==> config.mk <==
export PLATFORM = sky130hd
export DESIGN_NAME = lr4_ctrl
export DESIGN_NICKNAME = d
export VERILOG_FILES = /design/src/rtl/lr4_pkg.sv /design/src/rtl/lr4_ctrl.sv
export SDC_FILE = /design/constraint.sdc
export NUM_CORES = 1
export LEC_CHECK = 0
export BUFFER_PORTS_ARGS = -buffer_cell sky130_fd_sc_hd__buf_2
export CAP_MARGIN = 15
export CORE_ASPECT_RATIO = 2
export CORE_MARGIN = 3
export CORE_UTILIZATION = 40
export DETAILED_ROUTE_END_ITERATION = 10
export SYNTH_ARGS = -nofsm -noshare
export SYNTH_HDL_FRONTEND = slang
export SYNTH_SLANG_ARGS = --single-unit
==> constraint.sdc <==
create_clock -name clk -period 6.6 [get_ports clk]
set_input_delay 1.98 -clock clk [delete_from_list [all_inputs] [get_ports clk]]
set_output_delay 1.98 -clock clk [all_outputs]
set_load 0.02 [all_outputs]
==> src/rtl/lr4_pkg.sv <==
`timescale 1ns / 1ps
// Shared types, constants and step program for the LR4 crossover block.
// Used by lr4_cfg_regs, lr4_ctrl, lr4_datapath and the top level; no dependencies.

package lr4_pkg;

  // field and arithmetic widths
  localparam int SAMPLE_BITS = 24;
  localparam int COEF_BITS   = 32;
  localparam int STATE_BITS  = 48;
  localparam int GAIN_BITS   = 16;
  localparam int GAIN_FRAC   = 12;
  localparam int COEF_FRAC   = COEF_BITS - 4;
  localparam int FRAC        = (STATE_BITS - SAMPLE_BITS > 8) ?
                               (STATE_BITS - SAMPLE_BITS - 8) : 0;
  localparam int OUT_SHIFT   = FRAC + GAIN_FRAC;

  // coefficient operand is one bit wider so that negated values fit
  localparam int CMUL_BITS = COEF_BITS + 1;
  // state operand split into two halves for the partial products
  localparam int LO_BITS   = STATE_BITS / 2;
  localparam int HI_BITS   = STATE_BITS - LO_BITS;
  localparam int PL_BITS   = CMUL_BITS + LO_BITS + 1;
  localparam int PH_BITS   = CMUL_BITS + HI_BITS;
  localparam int PROD_BITS = CMUL_BITS + STATE_BITS;

  // stream and register port widths
  localparam int TDATA_BITS    = ((SAMPLE_BITS + 7) / 8) * 8;
  localparam int CFG_DATA_BITS = COEF_BITS;
  localparam int CFG_ADDR_BITS = 3;

  localparam logic [GAIN_BITS-1:0] GAIN_UNITY = GAIN_BITS'(1 << GAIN_FRAC);

  // rounding offsets, half an lsb of the result
  localparam logic signed [PROD_BITS-1:0] RND_COEF =
    {{(PROD_BITS-1){1'b0}}, 1'b1} << (COEF_FRAC - 1);
  localparam logic signed [PROD_BITS-1:0] RND_OUT =
    {{(PROD_BITS-1){1'b0}}, 1'b1} << (OUT_SHIFT - 1);

  // saturation limits
  localparam logic signed [STATE_BITS-1:0]  STATE_MAX  = {1'b0, {(STATE_BITS-1){1'b1}}};
  localparam logic signed [STATE_BITS-1:0]  STATE_MIN  = {1'b1, {(STATE_BITS-1){1'b0}}};
  localparam logic signed [SAMPLE_BITS-1:0] SAMPLE_MAX = {1'b0, {(SAMPLE_BITS-1){1'b1}}};
  localparam logic signed [SAMPLE_BITS-1:0] SAMPLE_MIN = {1'b1, {(SAMPLE_BITS-1){1'b0}}};

  // multiply pipeline depth, issue to accumulator write
  localparam int PIPE_STAGES = 4;
  localparam int DRAIN_BITS  = $clog2(PIPE_STAGES);
  localparam logic [DRAIN_BITS-1:0] DRAIN_LAST = DRAIN_BITS'(PIPE_STAGES - 2);

  // program addresses
  localparam int PC_BITS = 5;
  localparam logic [PC_BITS-1:0] PC_FILT_FIRST = PC_BITS'(0);
  localparam logic [PC_BITS-1:0] PC_FILT_LAST  = PC_BITS'(16);
  localparam logic [PC_BITS-1:0] PC_BYPASS     = PC_BITS'(17);
  localparam logic [PC_BITS-1:0] PC_MUTE       = PC_BITS'(18);

  // register indexes
  typedef enum logic [CFG_ADDR_BITS-1:0] {
    REG_B0, REG_B1, REG_B2, REG_A1, REG_A2, REG_GAIN, REG_EN
  } cfg_idx_t;

  typedef enum logic [1:0] {OPND_X, OPND_Y, OPND_Z} opnd_t;

  typedef enum logic [2:0] {C_B0, C_B1, C_B2, C_NA1, C_NA2, C_GAIN} coef_sel_t;

  typedef enum logic [2:0] {
    SRC_PROD, SRC_D1A, SRC_D2A, SRC_D1B, SRC_D2B, SRC_ZERO
  } term_src_t;

  typedef enum logic [2:0] {
    DST_Y, DST_D1A, DST_D2A, DST_Z, DST_D1B, DST_D2B, DST_OUT
  } dest_t;

  typedef enum logic {ACC_LOAD, ACC_ADD} acc_mode_t;

  typedef enum logic [1:0] {ST_IDLE, ST_ISSUE, ST_DRAIN, ST_HOLD} fsm_state_t;

  // one step of the sequencer
  typedef struct packed {
    logic      valid;
    opnd_t     opnd;
    coef_sel_t coef;
    term_src_t src;
    dest_t     dest;
    acc_mode_t mode;
  } op_t;

  localparam op_t OP_NOP = '{1'b0, OPND_X, C_B0, SRC_ZERO, DST_Y, ACC_LOAD};

  // controller to datapath
  typedef struct packed {
    logic load_x;
    logic out_load;
    op_t  op;
  } dp_cmd_t;

  // coefficient set, feedback terms stored negated
  typedef struct packed {
    logic signed [CMUL_BITS-1:0] b0;
    logic signed [CMUL_BITS-1:0] b1;
    logic signed [CMUL_BITS-1:0] b2;
    logic signed [CMUL_BITS-1:0] na1;
    logic signed [CMUL_BITS-1:0] na2;
    logic        [GAIN_BITS-1:0] gain;
  } coef_set_t;

  typedef struct packed {
    logic mute;
    logic filt_en;
  } cfg_status_t;

  // step program: both biquads, then bypass and mute
  function automatic op_t prog_op(input logic [PC_BITS-1:0] pc);
    op_t op;
    op = OP_NOP;
    unique case (pc)
      5'd0:  op = '{1'b1, OPND_X, C_B0,   SRC_PROD, DST_Y,   ACC_LOAD};
      5'd1:  op = '{1'b1, OPND_X, C_B0,   SRC_D1A,  DST_Y,   ACC_ADD};
      5'd2:  op = '{1'b1, OPND_X, C_B1,   SRC_PROD, DST_D1A, ACC_LOAD};
      5'd5:  op = '{1'b1, OPND_Y, C_B0,   SRC_PROD, DST_Z,   ACC_LOAD};
      5'd6:  op = '{1'b1, OPND_Y, C_B0,   SRC_D1B,  DST_Z,   ACC_ADD};
      5'd7:  op = '{1'b1, OPND_Y, C_NA1,  SRC_PROD, DST_D1A, ACC_ADD};
      5'd8:  op = '{1'b1, OPND_Y, C_NA1,  SRC_D2A,  DST_D1A, ACC_ADD};
      5'd9:  op = '{1'b1, OPND_X, C_B2,   SRC_PROD, DST_D2A, ACC_LOAD};
      5'd10: op = '{1'b1, OPND_Z, C_GAIN, SRC_PROD, DST_OUT, ACC_LOAD};
      5'd11: op = '{1'b1, OPND_Y, C_NA2,  SRC_PROD, DST_D2A, ACC_ADD};
      5'd12: op = '{1'b1, OPND_Y, C_B1,   SRC_PROD, DST_D1B, ACC_LOAD};
      5'd13: op = '{1'b1, OPND_Z, C_NA1,  SRC_PROD, DST_D1B, ACC_ADD};
      5'd14: op = '{1'b1, OPND_Z, C_NA1,  SRC_D2B,  DST_D1B, ACC_ADD};
      5'd15: op = '{1'b1, OPND_Y, C_B2,   SRC_PROD, DST_D2B, ACC_LOAD};
      5'd16: op = '{1'b1, OPND_Z, C_NA2,  SRC_PROD, DST_D2B, ACC_ADD};
      5'd17: op = '{1'b1, OPND_X, C_GAIN, SRC_PROD, DST_OUT, ACC_LOAD};
      5'd18: op = '{1'b1, OPND_X, C_GAIN, SRC_ZERO, DST_OUT, ACC_LOAD};
      default: op = OP_NOP;
    endcase
    return op;
  endfunction

endpackage

==> src/rtl/lr4_ctrl.sv <==
`timescale 1ns / 1ps
// Controller: stream handshakes and the step sequencer that drives the datapath.
// Depends on lr4_pkg (state type, step program, command struct).

module lr4_ctrl import lr4_pkg::*; (
  input  logic        clk,
  input  logic        rst_n,
  input  logic        in_tvalid,
  output logic        in_tready,
  output logic        out_tvalid,
  input  logic        out_tready,
  input  cfg_status_t cfg_st,
  output dp_cmd_t     cmd
);

  fsm_state_t state_r, state_nxt;
  logic [PC_BITS-1:0]    pc_r, pc_nxt, last_r, last_nxt;
  logic [DRAIN_BITS-1:0] drain_r, drain_nxt;
  logic                  out_vld_r, out_vld_nxt;

  // next state and commands
  always_comb begin
    state_nxt    = state_r;
    pc_nxt       = pc_r;
    last_nxt     = last_r;
    drain_nxt    = drain_r;
    out_vld_nxt  = out_vld_r;
    in_tready    = 1'b0;
    cmd.load_x   = 1'b0;
    cmd.out_load = 1'b0;
    cmd.op       = OP_NOP;
    if (out_vld_r && out_tready) out_vld_nxt = 1'b0;
    unique case (state_r)
      ST_IDLE: begin
        in_tready = 1'b1;
        if (in_tvalid) begin
          cmd.load_x = 1'b1;
          state_nxt  = ST_ISSUE;
          priority if (cfg_st.mute) begin
            pc_nxt   = PC_MUTE;
            last_nxt = PC_MUTE;
          end else if (cfg_st.filt_en) begin
            pc_nxt   = PC_FILT_FIRST;
            last_nxt = PC_FILT_LAST;
          end else begin
            pc_nxt   = PC_BYPASS;
            last_nxt = PC_BYPASS;
          end
        end
      end
      ST_ISSUE: begin
        cmd.op = prog_op(pc_r);
        if (pc_r == last_r) begin
          state_nxt = ST_DRAIN;
          drain_nxt = '0;
        end else begin
          pc_nxt = pc_r + PC_BITS'(1);
        end
      end
      // wait for the last step to leave the multiply pipeline
      ST_DRAIN: begin
        if (drain_r == DRAIN_LAST) state_nxt = ST_HOLD;
        else drain_nxt = drain_r + DRAIN_BITS'(1);
      end
      ST_HOLD: begin
        if (!out_vld_r || out_tready) begin
          cmd.out_load = 1'b1;
          out_vld_nxt  = 1'b1;
          state_nxt    = ST_IDLE;
        end
      end
    endcase
  end

  always_ff @(posedge clk) begin
    if (!rst_n) begin
      state_r   <= ST_IDLE;
      pc_r      <= '0;
      last_r    <= '0;
      drain_r   <= '0;
      out_vld_r <= 1'b0;
    end else begin
      state_r   <= state_nxt;
      pc_r      <= pc_nxt;
      last_r    <= last_nxt;
      drain_r   <= drain_nxt;
      out_vld_r <= out_vld_nxt;
    end
  end

  assign out_tvalid = out_vld_r;

endmodule

==> reports/summary.txt <==
CTS tree: yes
Post-Syn Nets: 212
Distinct cells, synth: 45
DIE HEIGHT: 95.7 µm
DR pass1 iterations: 4
1st-iter DRT viols: 30
Crit end category: primary output
Initial Util: 41.8%
Met3 WL: 75 µm
Die area: 4860 µm²
M1 WL: 1.39 mm
TritonCTS buffer count: 3
Crit-path max FO: 5
Root Buffer: clkbuf_8
Pwr Total: 791 µW
Antenna viol nets, final: 0
Clock buffer depth: 2
Via count of the routed design: 1412
Status: finished, final reports clean
Hold Path Class: reg2reg
CP Data Arrival Time: 2520 ps
Syn Std Cell Area: 1610 µm²
Yosys warning total: 0
Share of cells above drive strength 1: 15.6%
Ant diodes: 0
Register area share after synthesis: 32.4%
Max layer used: met4
WL final: 3.66 mm
Fmax: 222 MHz
Max Cap Viol: 0
Initial antenna violation count: 0
Area of the core: 3840 µm²
Primary FF master, synth: dfxtp_1
Met2 Routed Length: 2.10 mm
Clock slew at reported path FFs: 90 ps
Maximum VDD drop: 0.000141 V
Post-route minimum period: 4500 ps
Worst-Skew Late Latency: 270 ps
PwrDens: 435 nW/µm²
Worst slew margin: 40.8%
Setup CP Type: in2out
Setup bufs post-CTS: 0
Mapped Cells: 192
Avg Inst Size Synth: 8.37 µm²
Die width: 50.8 µm
DRC viols: 0
Crit start category: input port
Placed wire-length estimate: 2.87 mm
Hold_buf cts: 0
Grt ovf: 0
Pleak: 0.000842 µW
Setup TNS Final: 0 ps
Worst EP required: 4620 ps
Clock sink count: 26
Cell row count: 32
Layout Area Growth over Synthesis: 13.2%
EDFF count, synth: 0
Post-synth ARST share: 0%
Setup-failing EPs final: 0
# fillers: 414
IO Count: 23
Final net count: 232
Tot GR Track Use: 15.6%
Vias in the first global route: 1309
Largest net degree at the start of global routing: 29
Worst-Margin Slew: 866 ps
Gates resized, CTS repair: 0
Synth Register Bits: 26
Final Hold Fails: 0
Final Max Slew Viols: 0
First-pass GRT wire length: 5.82 mm
DR WL/cell: 14.0 µm
Final Skew: 4.91 ps
Period utilization: 68.2%
RSZ-0062 raised after global routing: no
GPL Wtd Cong: 0.823
Post-DR vias/cell: 5.39
I/O Buffers: 22
Number of H-tree levels: 1
Most frequent cells in the layout: 26 x dfxtp_1, 22 x buf_2, 15 x nor2_1
Commonest non-fill, non-tap cell in the layout: dfxtp_1
==> cell type report <==
cell class	instances	area (µm²)	share of cell area [%]
Timing Repair Buffer	23	118	6.46
Clock buffer	3	41.3	2.27
Sequential cell	26	520	28.6
Clock inverter	1	30.0	1.65
Inverter	12	45.0	2.47
Tap cell	51	63.8	3.51
Multi-Input combinational cell	146	1000	55.1
==> metal layers <==
metal | vias to the layer above | track usage, %
met5 | - | 0
met4 | 0 | 6.52
met3 | 8 | 2.19
met2 | 23 | 31.1
met1 | 662 | 15.3
li1 | 719 | -
==> per-stage QoR <==
stage / worst slack, ps / area [µm²] / cells / hold slack, ps / utilization [%]
2_1_floorplan: 2280 / 1610 / 192 / 448 / -
3_3_place_gp: 2120 / 1750 / 258 / 461 / 45.5
3_5_place_dp: 2100 / 1750 / 258 / 465 / 45.5
4_1_cts: 2100 / 1820 / 262 / 478 / 47.4
5_1_grt: 2020 / 1820 / 262 / 506 / 47.4
6_report: 2100 / 1820 / 262 / 474 / 47.4
==> power breakdown <==
part,leakage (µW),total [µW],switching (µW),internal [µW]
Sequential,0.000213,225,26.5,199
Combinational,0.000593,435,265,170
Clock,0.0000357,131,50.2,81.1
==> critical path, cell delays in order <==
cell     delay (ps)
buf_2           110
nand2_1         120
inv_1           140
buf_2           180
==> worst paths after layout <==
kind / from / endpoint / slack (ps) / cells past startpoint
worst min register to register: last_r[1] / last_r[1] / 470 / 2
worst min-delay path: last_r[1] / last_r[1] / 470 / 2
worst max register to register: state_r[1] / flip-flop / 3230 / 11
worst max-delay path: in_tvalid / cmd[14] / 2100 / 4
==> cells in the mapped netlist, types with 2 or more instances <==
cell / n / share of area (%)
a21oi_1: 14 / 4.4
o21ai_0: 9 / 2.8
o22ai_1: 5 / 1.9
o32ai_1: 2 / 1.1
xor2_1: 3 / 1.6
and3_1: 2 / 0.78
and2_1: 13 / 5.1
inv_1: 10 / 2.3
dfxtp_1: 26 / 32
o22a_1: 2 / 1.1
ha_1: 14 / 11
nand3_1: 5 / 1.6
nand2_1: 14 / 3.3
nor2_1: 15 / 3.5
buf_2: 2 / 0.62
nor2b_1: 4 / 1.6
clkbuf_1: 5 / 1.2
a2bb2oi_1: 2 / 1.1
nor3_1: 7 / 2.2
nand2b_1: 3 / 1.2
mux2_2: 4 / 2.8
mux2i_1: 8 / 5.0
==> logic make-up after synthesis <==
group           count (synthesis)  share of synthesized area, %
compound gates                 49                          20.8
xor+xnor                        3                          1.63
fa+ha+maj                      14                          10.9
buf+inv                        20                          5.29
flops                          26                          32.4
mux                            12                          7.78
simple gates                   68                          21.2
Power figures use the tool's default switching activity.
