## src/rtl/lr4_pkg.sv

```systemverilog
`timescale 1ns / 1ps
// Shared types, constants and step program for the LR4 crossover block.
// Used by lr4_cfg_regs, lr4_ctrl, lr4_datapath and the top level; no dependencies.

package lr4_pkg;

  // field and arithmetic widths
  localparam int SAMPLE_BITS = 24;
  localparam int COEF_BITS   = 32;
  localparam int STATE_BITS  = 48;
  localparam int GAIN_BITS   = 16;
  localparam int GAIN_FRAC   = 12;
  localparam int COEF_FRAC   = COEF_BITS - 4;
  localparam int FRAC        = (STATE_BITS - SAMPLE_BITS > 8) ?
                               (STATE_BITS - SAMPLE_BITS - 8) : 0;
  localparam int OUT_SHIFT   = FRAC + GAIN_FRAC;

  // coefficient operand is one bit wider so that negated values fit
  localparam int CMUL_BITS = COEF_BITS + 1;
  // state operand split into two halves for the partial products
  localparam int LO_BITS   = STATE_BITS / 2;
  localparam int HI_BITS   = STATE_BITS - LO_BITS;
  localparam int PL_BITS   = CMUL_BITS + LO_BITS + 1;
  localparam int PH_BITS   = CMUL_BITS + HI_BITS;
  localparam int PROD_BITS = CMUL_BITS + STATE_BITS;

  // stream and register port widths
  localparam int TDATA_BITS    = ((SAMPLE_BITS + 7) / 8) * 8;
  localparam int CFG_DATA_BITS = COEF_BITS;
  localparam int CFG_ADDR_BITS = 3;

  localparam logic [GAIN_BITS-1:0] GAIN_UNITY = GAIN_BITS'(1 << GAIN_FRAC);

  // rounding offsets, half an lsb of the result
  localparam logic signed [PROD_BITS-1:0] RND_COEF =
    {{(PROD_BITS-1){1'b0}}, 1'b1} << (COEF_FRAC - 1);
  localparam logic signed [PROD_BITS-1:0] RND_OUT =
    {{(PROD_BITS-1){1'b0}}, 1'b1} << (OUT_SHIFT - 1);

  // saturation limits
  localparam logic signed [STATE_BITS-1:0]  STATE_MAX  = {1'b0, {(STATE_BITS-1){1'b1}}};
  localparam logic signed [STATE_BITS-1:0]  STATE_MIN  = {1'b1, {(STATE_BITS-1){1'b0}}};
  localparam logic signed [SAMPLE_BITS-1:0] SAMPLE_MAX = {1'b0, {(SAMPLE_BITS-1){1'b1}}};
  localparam logic signed [SAMPLE_BITS-1:0] SAMPLE_MIN = {1'b1, {(SAMPLE_BITS-1){1'b0}}};

  // multiply pipeline depth, issue to accumulator write
  localparam int PIPE_STAGES = 4;
  localparam int DRAIN_BITS  = $clog2(PIPE_STAGES);
  localparam logic [DRAIN_BITS-1:0] DRAIN_LAST = DRAIN_BITS'(PIPE_STAGES - 2);

  // program addresses
  localparam int PC_BITS = 5;
  localparam logic [PC_BITS-1:0] PC_FILT_FIRST = PC_BITS'(0);
  localparam logic [PC_BITS-1:0] PC_FILT_LAST  = PC_BITS'(16);
  localparam logic [PC_BITS-1:0] PC_BYPASS     = PC_BITS'(17);
  localparam logic [PC_BITS-1:0] PC_MUTE       = PC_BITS'(18);

  // register indexes
  typedef enum logic [CFG_ADDR_BITS-1:0] {
    REG_B0, REG_B1, REG_B2, REG_A1, REG_A2, REG_GAIN, REG_EN
  } cfg_idx_t;

  typedef enum logic [1:0] {OPND_X, OPND_Y, OPND_Z} opnd_t;

  typedef enum logic [2:0] {C_B0, C_B1, C_B2, C_NA1, C_NA2, C_GAIN} coef_sel_t;

  typedef enum logic [2:0] {
    SRC_PROD, SRC_D1A, SRC_D2A, SRC_D1B, SRC_D2B, SRC_ZERO
  } term_src_t;

  typedef enum logic [2:0] {
    DST_Y, DST_D1A, DST_D2A, DST_Z, DST_D1B, DST_D2B, DST_OUT
  } dest_t;

  typedef enum logic {ACC_LOAD, ACC_ADD} acc_mode_t;

  typedef enum logic [1:0] {ST_IDLE, ST_ISSUE, ST_DRAIN, ST_HOLD} fsm_state_t;

  // one step of the sequencer
  typedef struct packed {
    logic      valid;
    opnd_t     opnd;
    coef_sel_t coef;
    term_src_t src;
    dest_t     dest;
    acc_mode_t mode;
  } op_t;

  localparam op_t OP_NOP = '{1'b0, OPND_X, C_B0, SRC_ZERO, DST_Y, ACC_LOAD};

  // controller to datapath
  typedef struct packed {
    logic load_x;
    logic out_load;
    op_t  op;
  } dp_cmd_t;

  // coefficient set, feedback terms stored negated
  typedef struct packed {
    logic signed [CMUL_BITS-1:0] b0;
    logic signed [CMUL_BITS-1:0] b1;
    logic signed [CMUL_BITS-1:0] b2;
    logic signed [CMUL_BITS-1:0] na1;
    logic signed [CMUL_BITS-1:0] na2;
    logic        [GAIN_BITS-1:0] gain;
  } coef_set_t;

  typedef struct packed {
    logic mute;
    logic filt_en;
  } cfg_status_t;

  // step program: both biquads, then bypass and mute
  function automatic op_t prog_op(input logic [PC_BITS-1:0] pc);
    op_t op;
    op = OP_NOP;
    unique case (pc)
      5'd0:  op = '{1'b1, OPND_X, C_B0,   SRC_PROD, DST_Y,   ACC_LOAD};
      5'd1:  op = '{1'b1, OPND_X, C_B0,   SRC_D1A,  DST_Y,   ACC_ADD};
      5'd2:  op = '{1'b1, OPND_X, C_B1,   SRC_PROD, DST_D1A, ACC_LOAD};
      5'd5:  op = '{1'b1, OPND_Y, C_B0,   SRC_PROD, DST_Z,   ACC_LOAD};
      5'd6:  op = '{1'b1, OPND_Y, C_B0,   SRC_D1B,  DST_Z,   ACC_ADD};
      5'd7:  op = '{1'b1, OPND_Y, C_NA1,  SRC_PROD, DST_D1A, ACC_ADD};
      5'd8:  op = '{1'b1, OPND_Y, C_NA1,  SRC_D2A,  DST_D1A, ACC_ADD};
      5'd9:  op = '{1'b1, OPND_X, C_B2,   SRC_PROD, DST_D2A, ACC_LOAD};
      5'd10: op = '{1'b1, OPND_Z, C_GAIN, SRC_PROD, DST_OUT, ACC_LOAD};
      5'd11: op = '{1'b1, OPND_Y, C_NA2,  SRC_PROD, DST_D2A, ACC_ADD};
      5'd12: op = '{1'b1, OPND_Y, C_B1,   SRC_PROD, DST_D1B, ACC_LOAD};
      5'd13: op = '{1'b1, OPND_Z, C_NA1,  SRC_PROD, DST_D1B, ACC_ADD};
      5'd14: op = '{1'b1, OPND_Z, C_NA1,  SRC_D2B,  DST_D1B, ACC_ADD};
      5'd15: op = '{1'b1, OPND_Y, C_B2,   SRC_PROD, DST_D2B, ACC_LOAD};
      5'd16: op = '{1'b1, OPND_Z, C_NA2,  SRC_PROD, DST_D2B, ACC_ADD};
      5'd17: op = '{1'b1, OPND_X, C_GAIN, SRC_PROD, DST_OUT, ACC_LOAD};
      5'd18: op = '{1'b1, OPND_X, C_GAIN, SRC_ZERO, DST_OUT, ACC_LOAD};
      default: op = OP_NOP;
    endcase
    return op;
  endfunction

endpackage

```

## src/rtl/lr4_cfg_regs.sv

```systemverilog
`timescale 1ns / 1ps
// Configuration register file: coefficients, gain and filter enable.
// Depends on lr4_pkg; raises a state clear on every write to a known register.

module lr4_cfg_regs import lr4_pkg::*; (
  input  logic                     clk,
  input  logic                     rst_n,
  input  logic                     cfg_we,
  input  logic [CFG_ADDR_BITS-1:0] cfg_addr,
  input  logic [CFG_DATA_BITS-1:0] cfg_wdata,
  output coef_set_t                coefs,
  output cfg_status_t              cfg_st,
  output logic                     state_clr
);

  coef_set_t coef_r, coef_nxt;
  logic      en_r, en_nxt;
  logic signed [CMUL_BITS-1:0] wcoef;

  // register writes, feedback coefficients kept negated
  always_comb begin
    coef_nxt  = coef_r;
    en_nxt    = en_r;
    state_clr = 1'b0;
    wcoef     = CMUL_BITS'($signed(cfg_wdata[COEF_BITS-1:0]));
    if (cfg_we) begin
      state_clr = 1'b1;
      unique case (cfg_idx_t'(cfg_addr))
        REG_B0:   coef_nxt.b0   = wcoef;
        REG_B1:   coef_nxt.b1   = wcoef;
        REG_B2:   coef_nxt.b2   = wcoef;
        REG_A1:   coef_nxt.na1  = -wcoef;
        REG_A2:   coef_nxt.na2  = -wcoef;
        REG_GAIN: coef_nxt.gain = cfg_wdata[GAIN_BITS-1:0];
        REG_EN:   en_nxt        = cfg_wdata[0];
        default:  state_clr     = 1'b0;
      endcase
    end
  end

  always_ff @(posedge clk) begin
    if (!rst_n) begin
      coef_r <= '{b0: '0, b1: '0, b2: '0, na1: '0, na2: '0, gain: GAIN_UNITY};
      en_r   <= 1'b0;
    end else begin
      coef_r <= coef_nxt;
      en_r   <= en_nxt;
    end
  end

  assign coefs          = coef_r;
  assign cfg_st.mute    = (coef_r.gain == '0);
  assign cfg_st.filt_en = en_r;

endmodule

```

## config.mk

```make
export PLATFORM = sky130hd
export DESIGN_NAME = lr4_cfg_regs
export DESIGN_NICKNAME = d
export VERILOG_FILES = /design/src/rtl/lr4_pkg.sv /design/src/rtl/lr4_cfg_regs.sv
export SDC_FILE = /design/constraint.sdc
export NUM_CORES = 1
export LEC_CHECK = 0
export BUFFER_PORTS_ARGS = -buffer_cell sky130_fd_sc_hd__clkbuf_2
export CORE_MARGIN = 4
export CORE_UTILIZATION = 39
export DETAILED_ROUTE_END_ITERATION = 12
export HOLD_SLACK_MARGIN = 0.15
export PLACE_DENSITY = 0.66
export RECOVER_POWER = 100
export SETUP_SLACK_MARGIN = 0.05
export SYNTH_ARGS = -nofsm -noshare
export SYNTH_HDL_FRONTEND = slang
export SYNTH_SLANG_ARGS = --single-unit
```

## constraint.sdc

```tcl
create_clock -name clk -period 2.8 [get_ports clk]
set_input_delay 0.56 -clock clk [delete_from_list [all_inputs] [get_ports clk]]
set_output_delay 0.56 -clock clk [all_outputs]
set_load 0.01 [all_outputs]
```

==> results.sh, run 1 <==
export IMPL_fp_dieH_um=146.3
export IMPL_vdd_ir_drop_max_v=0.0004274
export IMPL_crit_type="input port to flip-flop"
export IMPL_cts_sinks=179
export IMPL_cp_data_required_time_ps=3110
export IMPL_ys_async_sr_fraction=0
export IMPL_drtPass1Iterations=5
export IMPL_synth_area_um2=7465
export IMPL_routedWlPerCell_um=17.86
export IMPL_tightest_slew_ps=1410
export IMPL_timing_max_cap_violations=0
export IMPL_ff2ff_path_depth=3
export IMPL_yosysMostFrequentCell="nand2_1"
export IMPL_power_switching_mw=1.410
export IMPL_power_frac_comb=0.079
export IMPL_crit_fanout=6
export IMPL_min_period_ps=2550
export IMPL_insertion_delay_ps=430
export IMPL_ys_flop_type="dfxtp_1"
export IMPL_ys_ff_latch=179
export IMPL_dp_cells=1329
export IMPL_p_leak_nw=3.092
export IMPL_finClkSkew_ps=0
export IMPL_final_util=0.4947
export IMPL_clk_pin_slew_ps=70
export IMPL_crit_path_cell_trace="clkbuf_1, or3_1, or4_1, clkbuf_1, or4_1, o311ai_0"
export IMPL_grt_first_pass_wirelength_um=38020
export IMPL_holdPathEnd="coefs[134]"
export IMPL_cpPeakStageDelay_ps=570
export IMPL_ios=222
export IMPL_setup_viol=0
export IMPL_area_delta_synth_final_pct=24.39
export IMPL_rsz0062_at_grt="no"
export IMPL_r2r_end="coefs[79]"
export IMPL_instances_no_fill=1362
export IMPL_cp_end_kind="flip-flop"
export IMPL_track_usage=0.2220
export IMPL_holdPathStages=3
export IMPL_rows=50
export IMPL_drv_slew=0
export IMPL_drive_gt1_frac=0.1083
export IMPL_synth_cell_types=46
export IMPL_timing_final_crit_share=0.9107
export IMPL_cpMaxStageDelayCell="or4_1"
export IMPL_status="finished clean"
export IMPL_netlist_instances=903
export IMPL_start_kind="input port"
export IMPL_start_util=0.3977
export IMPL_gp_congestion=0.8086
export IMPL_vias=7074
export IMPL_power_total_mw=5.537
export IMPL_multi_input_area_um2=3538
export IMPL_synth_top_area_cell="dfxtp_1"
export IMPL_htree_levels=4
export IMPL_synth_edff_count=0
export IMPL_grt_max_degree=105
export IMPL_crit_arrival_ps=2860
export IMPL_layout_nets=1153
export IMPL_portBuffers=221
export IMPL_routed_wl_um=24330
export IMPL_clock_path_buffers=2
export IMPL_p_seq_frac=0.476
export IMPL_cts_root_buf="clkbuf_16"
export IMPL_grt_overflow=0
export IMPL_powerDensity_nw_per_um2=596.3
export IMPL_final_hold_viol_count=0
export IMPL_intPower_mw=4.127
export IMPL_cts_tree="yes"
export IMPL_max_freq_mhz=392.2
export IMPL_cts_setup_buffers=0
export IMPL_cts_resized=0
export IMPL_die_area_um2=21420
export IMPL_die_w_um=146.3
export IMPL_drc=0
export IMPL_yosysSeqAreaShare=0.4801
export IMPL_hold_class="input port to flip-flop"
export IMPL_final_antenna_net_count=0
export IMPL_antenna_found_initial=1
export IMPL_r2r_start="coefs[79]"
export IMPL_holdCritStartpoint="cfg_wdata[19]"
export IMPL_fin_setup_tns_ps=0
export IMPL_cts_buffers=17
export IMPL_seq_area_um2=3583
export IMPL_synth_top_area_share=0.4801
export IMPL_nFillCells=1916
export IMPL_synth_warning_count=0
export IMPL_hold_ws_ps=440.9
export IMPL_synth_nets=942
export IMPL_drt_iter0_markers=435
export IMPL_dp_hpwl_um=17320
export IMPL_synth_area_leaders="dfxtp_1, nand2_1, a21boi_0"
export IMPL_slew_limit_headroom=0.05980
export IMPL_viasPerCell=5.194
export IMPL_ff2ff_setup_slack_ps=1910
export IMPL_synth_common_cells="nand2_1, dfxtp_1, a21boi_0"
export IMPL_syn_avg_cell_area_um2=8.267
export IMPL_grt_pass1_vias=6889
export IMPL_swShare=0.2547
export IMPL_core_um2=18770
export IMPL_postCtsHoldBufs=0
export IMPL_pwr_share_clk=0.445
## stage by stage
stage | area [µm²] | setup slack [ps]
after floorplan | 7465 | 125.0
after global placement | 8979 | 45.91
after CTS | 9588 | 472.9
final | 9285 | 250.1
after detailed placement | 8979 | 25.44
after global routing | 9283 | 212.0
## cell type report
| type | count | share of cell area |
|---|---|---|
| diodes | 1 | 0.0002695 |
| flip-flops and latches | 179 | 0.3859 |
| repair buffers | 273 | 0.1343 |
| inverters | 3 | 0.001213 |
| clock inverters | 14 | 0.01833 |
| well taps | 234 | 0.03153 |
| multi-input cells | 640 | 0.3811 |
| clock buffers | 18 | 0.04730 |
## power by group through the flow
stage,sequential (mW),combinational (mW),clock (mW)
final,2.63,0.440,2.46
after floorplan,2.71,0.218,0
after detailed placement,2.69,0.462,0
after CTS,2.63,0.463,2.52
after global routing,2.64,0.483,2.64
after global placement,2.69,0.458,0
## worst max-delay path: cells and delay by family
family                 cells  cell delay (ps)
AND/OR/NAND/NOR            3             1560
buffers and inverters      2              360
AO/OA/AOI/OAI              1              370
## placed cells by master, fill, tap and decap left out, types with 3 or more instances in the layout
master | synthesis | routed
nand2_1 | 277 | 277
clkbuf_1 | 73 | 194
dfxtp_1 | 179 | 179
a21boi_0 | 129 | 129
nand3_1 | 54 | 54
buf_4 | 4 | 41
clkbuf_2 | 1 | 36
o21ai_0 | 19 | 19
o311ai_0 | 18 | 18
clkbuf_16 | 0 | 17
nor2_1 | 18 | 15
nor3_1 | 13 | 13
nand4_1 | 13 | 13
nand2b_1 | 11 | 11
nor2b_1 | 9 | 9
o31ai_1 | 9 | 9
xnor2_1 | 8 | 8
or3_1 | 5 | 6
nor4_1 | 5 | 5
a31oi_1 | 5 | 5
or4_1 | 3 | 5
nor3b_1 | 5 | 5
or4_4 | 6 | 4
clkinv_4 | 0 | 4
inv_1 | 3 | 3
mux2i_1 | 3 | 3
xor2_1 | 3 | 3
inv_6 | 0 | 3
inv_8 | 0 | 3
## layer usage
| metal | routed length [µm] | track usage |
|---|---|---|
| met5 | 13 | 0 |
| met4 | 468 | 0.07244 |
| met3 | 1559 | 0.06518 |
| met2 | 11420 | 0.3580 |
| met1 | 10870 | 0.2867 |
## registers in the layout, summed over array words and instances (netlist names)
name	cells
en_r	1
coefs	178
## kinds of logic (layout without fill, tap and decap cells)
logic type / Yosys count / count (layout) / share of synthesized area
compound gates: 194 / 194 / 0.1938
xor+xnor: 11 / 11 / 0.01291
fa+ha+maj: 1 / 1 / 0.001676
buf+inv: 84 / 308 / 0.04559
flops: 179 / 179 / 0.4801
mux: 3 / 3 / 0.004023
other cells: 0 / 1 / 0
simple gates: 431 / 431 / 0.2620
## how the worst max path moves through the flow
stage / start / end / slack (ps) / cells past startpoint
after detailed placement: cfg_wdata[20] / coefs[45] / 30 / 6
after global placement: cfg_wdata[20] / coefs[45] / 50 / 6
final: cfg_wdata[14] / coefs[71] / 250 / 6
after CTS: cfg_wdata[20] / coefs[45] / 470 / 6
after global routing: cfg_wdata[14] / coefs[72] / 210 / 6
after floorplan: cfg_wdata[14] / coefs[37] / 130 / 7
No activity file was read; power rests on OpenSTA's default activity.
==> run 2: changes to the inputs <==
Settings changed: PLACE_DENSITY 0.66 to not set, PLACE_DENSITY_LB_ADDON set to 0.1.
==> run 2 against run 1 <==
Global-route usage rose by 0.55 points. Combinational power about the same. Clock skew unchanged. Via count fell by 2.3%. Fmax rose by 0.89%. Total power shrank 0.71%. Critical path type unchanged. Largest cell class unchanged.
==> results.sh, run 2 (synthesis results as in run 1) <==
export IMPL_final_hold_viol_count=0
export IMPL_viasPerCell=5.084
export IMPL_track_usage=0.2275
export IMPL_pre_cts_ws_ps=40.60
export IMPL_fin_ws_ps=272.5
export IMPL_insertion_delay_ps=420
export IMPL_htree_levels=4
export IMPL_layout_common_cells="nand2_1, clkbuf_1, dfxtp_1"
export IMPL_grt_overflow=0
export IMPL_n_antenna_cell=0
export IMPL_cp_end_kind="flip-flop"
export IMPL_start_util=0.3977
export IMPL_final_cell_area_um2=9230
export IMPL_antenna_found_initial=0
export IMPL_core_um2=18770
export IMPL_drc=0
export IMPL_rows=50
export IMPL_setup_viol=0
export IMPL_grt_first_pass_wirelength_um=38740
export IMPL_cts_root_buf="clkbuf_16"
export IMPL_start_kind="input port"
export IMPL_area_delta_synth_final_pct=23.65
export IMPL_finClkSkew_ps=0
export IMPL_holdCritStartpoint="cfg_wdata[19]"
export IMPL_hold_class="input port to flip-flop"
export IMPL_p_leak_nw=3.056
export IMPL_postCtsHoldBufs=0
export IMPL_largest_register_ffs=178
export IMPL_grt_max_degree=90
export IMPL_routedWlPerCell_um=18.07
export IMPL_vias=6909
export IMPL_r2r_start="coefs[79]"
export IMPL_drtPass1Iterations=4
export IMPL_crit_type="input port to flip-flop"
export IMPL_dp_cells=1327
export IMPL_max_freq_mhz=395.7
export IMPL_min_period_ps=2527
export IMPL_powerDensity_nw_per_um2=595.6
export IMPL_clk_pin_slew_ps=70
export IMPL_slew_limit_headroom=0.1495
export IMPL_tightest_slew_ps=1276
export IMPL_drv_slew=0
export IMPL_final_antenna_net_count=0
export IMPL_cts_resized=0
export IMPL_rsz0062_at_grt="no"
export IMPL_layout_nets=1151
export IMPL_holdPathStages=3
export IMPL_die_w_um=146.3
export IMPL_holdPathEnd="coefs[167]"
export IMPL_drt_iter0_markers=391
export IMPL_cts_sinks=179
export IMPL_crit_fanout=7
export IMPL_vdd_ir_drop_max_v=0.0003782
export IMPL_crit_arrival_ps=2850
export IMPL_routed_wl_um=24560
export IMPL_final_util=0.4918
export IMPL_timing_max_cap_violations=0
export IMPL_ff2ff_setup_slack_ps=1880
export IMPL_ios=222
export IMPL_grt_pass1_vias=6609
export IMPL_clock_path_buffers=2
export IMPL_ff2ff_path_depth=3
export IMPL_drive_gt1_frac=0.1022
export IMPL_die_area_um2=21420
export IMPL_cts_setup_buffers=0
export IMPL_status="finished clean"
export IMPL_gp_congestion=0.7696
export IMPL_final_common_cell="nand2_1"
export IMPL_r2r_end="coefs[79]"
export IMPL_cts_tree="yes"
export IMPL_power_total_mw=5.497
export IMPL_cp_data_required_time_ps=3120
export IMPL_portBuffers=221
export IMPL_dp_hpwl_um=17170
export IMPL_fin_setup_tns_ps=0
export IMPL_cts_buffers=17
export IMPL_hold_ws_ps=448.0
export IMPL_dpl_instance_area_um2=8976
export IMPL_timing_final_crit_share=0.9027
export IMPL_fp_dieH_um=146.3
export IMPL_instances_no_fill=1359
## run 2: cell types whose count changed in the layout (fill, tap and decap cells not counted), moves of 2 or more
cell / before / now
clkinv_2: 0 / 3
clkbuf_1: 194 / 199
clkinv_4: 4 / 2
buf_4: 41 / 34
inv_8: 3 / 1
## run 2: worst max-delay path by stage
stage                              from   endpoint  slack, ps  cells past startpoint
final                     cfg_wdata[15]  coefs[45]        270                      6
after global routing      cfg_wdata[15]  coefs[78]        210                      6
after CTS                 cfg_wdata[20]  coefs[45]        480                      6
after detailed placement  cfg_wdata[20]  coefs[45]         40                      6
after global placement    cfg_wdata[20]  coefs[45]         40                      6
after floorplan           cfg_wdata[14]  coefs[37]        130                      7
## run 2: per-layer routing
metal | wire length [µm] | GRT usage
met1 | 11510 | 0.3182
met2 | 11270 | 0.3515
met3 | 1543 | 0.06673
met4 | 239 | 0.04704
met5 | 0 | 0
## run 2: report_power, final
part | switching (mW) | total [mW] | internal [mW] | leakage (nW)
logic | 0.286 | 0.438 | 0.152 | 1.32
registers | 0.0310 | 2.63 | 2.60 | 1.45
clock network | 1.08 | 2.43 | 1.35 | 0.285
total | 1.39 | 5.50 | 4.11 | 3.06
## run 2: final cells by class
class	count	area, µm²
tap	234	292.8
multi-input combinational	640	3537
clock inverter	14	152.6
clock buffer	18	439.2
timing repair buffer	271	1214
sequential	179	3583
fill	1996	9538
inverter	3	11.26
## run 2: critical path, stage by stage
cell      delay (ps)
clkbuf_1         130
or3_4            380
or4_1            540
or4_1            630
or2_0            320
o311ai_1         280
==> run 3: changes to the inputs <==
Clock period 2.8 ns to 3.2 ns, I/O delays scaled along.
==> run 3 against run 2 <==
Total power is 11% lower. Sequential share of layout area is 0.54 points higher. Worst hold slack better by 11 ps. Critical endpoint unchanged. Largest cell class unchanged.
==> results.sh, run 3 (synthesis results as in run 1) <==
export IMPL_status="finished clean"
export IMPL_timing_max_cap_violations=0
export IMPL_final_antenna_net_count=0
export IMPL_crit_fanout=10
export IMPL_grt_pass1_vias=6878
export IMPL_drt_iter0_markers=323
export IMPL_area_delta_synth_final_pct=21.96
export IMPL_crit_start="cfg_wdata[0]"
export IMPL_clk_pin_slew_ps=70
export IMPL_timing_final_crit_share=0.8369
export IMPL_layout_nets=1130
export IMPL_r2r_start="coefs[79]"
export IMPL_max_freq_mhz=373.4
export IMPL_ff2ff_setup_slack_ps=2280
export IMPL_portBuffers=221
export IMPL_rsz0062_at_grt="no"
export IMPL_vdd_ir_drop_max_v=0.0003760
export IMPL_die_area_um2=21420
export IMPL_cts_sinks=179
export IMPL_seq_area_um2=3583
export IMPL_insertion_delay_ps=420
export IMPL_viasPerCell=5.200
export IMPL_p_leak_nw=2.974
export IMPL_clock_path_buffers=2
export IMPL_drtPass1Iterations=5
export IMPL_drive_gt1_frac=0.08514
export IMPL_fp_dieH_um=146.3
export IMPL_multi_input_area_um2=3535
export IMPL_crit_type="input port to flip-flop"
export IMPL_gp_congestion=0.7744
export IMPL_r2r_end="coefs[79]"
export IMPL_ios=222
export IMPL_hold_ws_ps=458.7
export IMPL_cp_end_kind="flip-flop"
export IMPL_postCtsHoldBufs=0
export IMPL_min_period_ps=2678
export IMPL_layout_common_cells="nand2_1, clkbuf_1, dfxtp_1"
export IMPL_powerDensity_nw_per_um2=535.0
export IMPL_dp_hpwl_um=17160
export IMPL_drv_slew=0
export IMPL_crit_arrival_ps=3000
export IMPL_final_common_cell="nand2_1"
export IMPL_grt_max_degree=81
export IMPL_routed_wl_um=24420
export IMPL_start_kind="input port"
export IMPL_cp_endpoint="coefs[45]"
export IMPL_finClkSkew_ps=0
export IMPL_largest_register_ffs=178
export IMPL_tightest_slew_ps=1439
export IMPL_hold_class="flip-flop to flip-flop"
export IMPL_ff2ff_path_depth=3
export IMPL_drc=0
export IMPL_cts_tree="yes"
export IMPL_cts_setup_buffers=0
export IMPL_htree_levels=4
export IMPL_vias=6957
export IMPL_n_antenna_cell=0
export IMPL_cts_buffers=17
export IMPL_cp_data_required_time_ps=3520
export IMPL_rows=50
export IMPL_routedWlPerCell_um=18.25
export IMPL_slew_limit_headroom=0.04096
export IMPL_cts_resized=0
export IMPL_core_um2=18770
export IMPL_power_total_mw=4.870
export IMPL_nFillCells=2018
export IMPL_cts_root_buf="clkbuf_16"
export IMPL_setup_viol=0
export IMPL_die_w_um=146.3
export IMPL_antenna_found_initial=0
export IMPL_grt_overflow=0
export IMPL_final_hold_viol_count=0
export IMPL_start_util=0.3977
export IMPL_track_usage=0.2271
export IMPL_grt_first_pass_wirelength_um=38830
export IMPL_fin_setup_tns_ps=0
run 3: power by group:
part           internal [mW]  switching [mW]  leakage (nW)
Clock                   1.28           0.916         0.293
Sequential              2.28          0.0277          1.45
Combinational          0.120           0.246          1.23
run 3: worst max-delay path, stage by stage:
cell	delay (ps)
clkbuf_1	220
nor4_1	330
clkbuf_1	220
nand2_1	270
or4_1	720
or2_4	300
o311ai_0	290
run 3: area by class of cell:
class                   instances  area share
flip-flops and latches        179      0.3936
inverters                       3    0.001237
well taps                     234     0.03216
multi-input cells             640      0.3883
clock buffers                  22     0.05099
repair buffers                250      0.1175
clock inverters                10     0.01622
run 3: worst min-delay path by stage:
stage                     startpoint  slack, ps          to  depth (start not counted)
after CTS                  coefs[94]        470   coefs[94]                          2
after detailed placement  coefs[131]        460  coefs[131]                          2
after floorplan                 en_r        490        en_r                          2
final                     coefs[131]        460  coefs[131]                          2
after global routing      coefs[126]        480  coefs[126]                          2
after global placement     coefs[54]        450   coefs[54]                          2
run 3: per-layer routing:
metal  up-vias  routed length, µm  part of all wire  track usage
met5         -                  0                 0            0
met4         0                370             0.015      0.06303
met3        22               1544             0.063      0.06518
met2       183              11350              0.46       0.3714
met1      3280              11160              0.46       0.2942
li1       3472                  -                 -            -
run 3: through the flow:
stage               utilization  cell area, µm²  cells  worst slack, ps
finish                   0.4851            9104   1338            521.9
detailed placement       0.4692            8806   1306            320.3
global placement         0.4692            8806   1306            336.4
CTS                      0.5018            9418   1338            767.7
floorplan                     -            7465    903            445.0
global route             0.4851            9104   1338            319.9
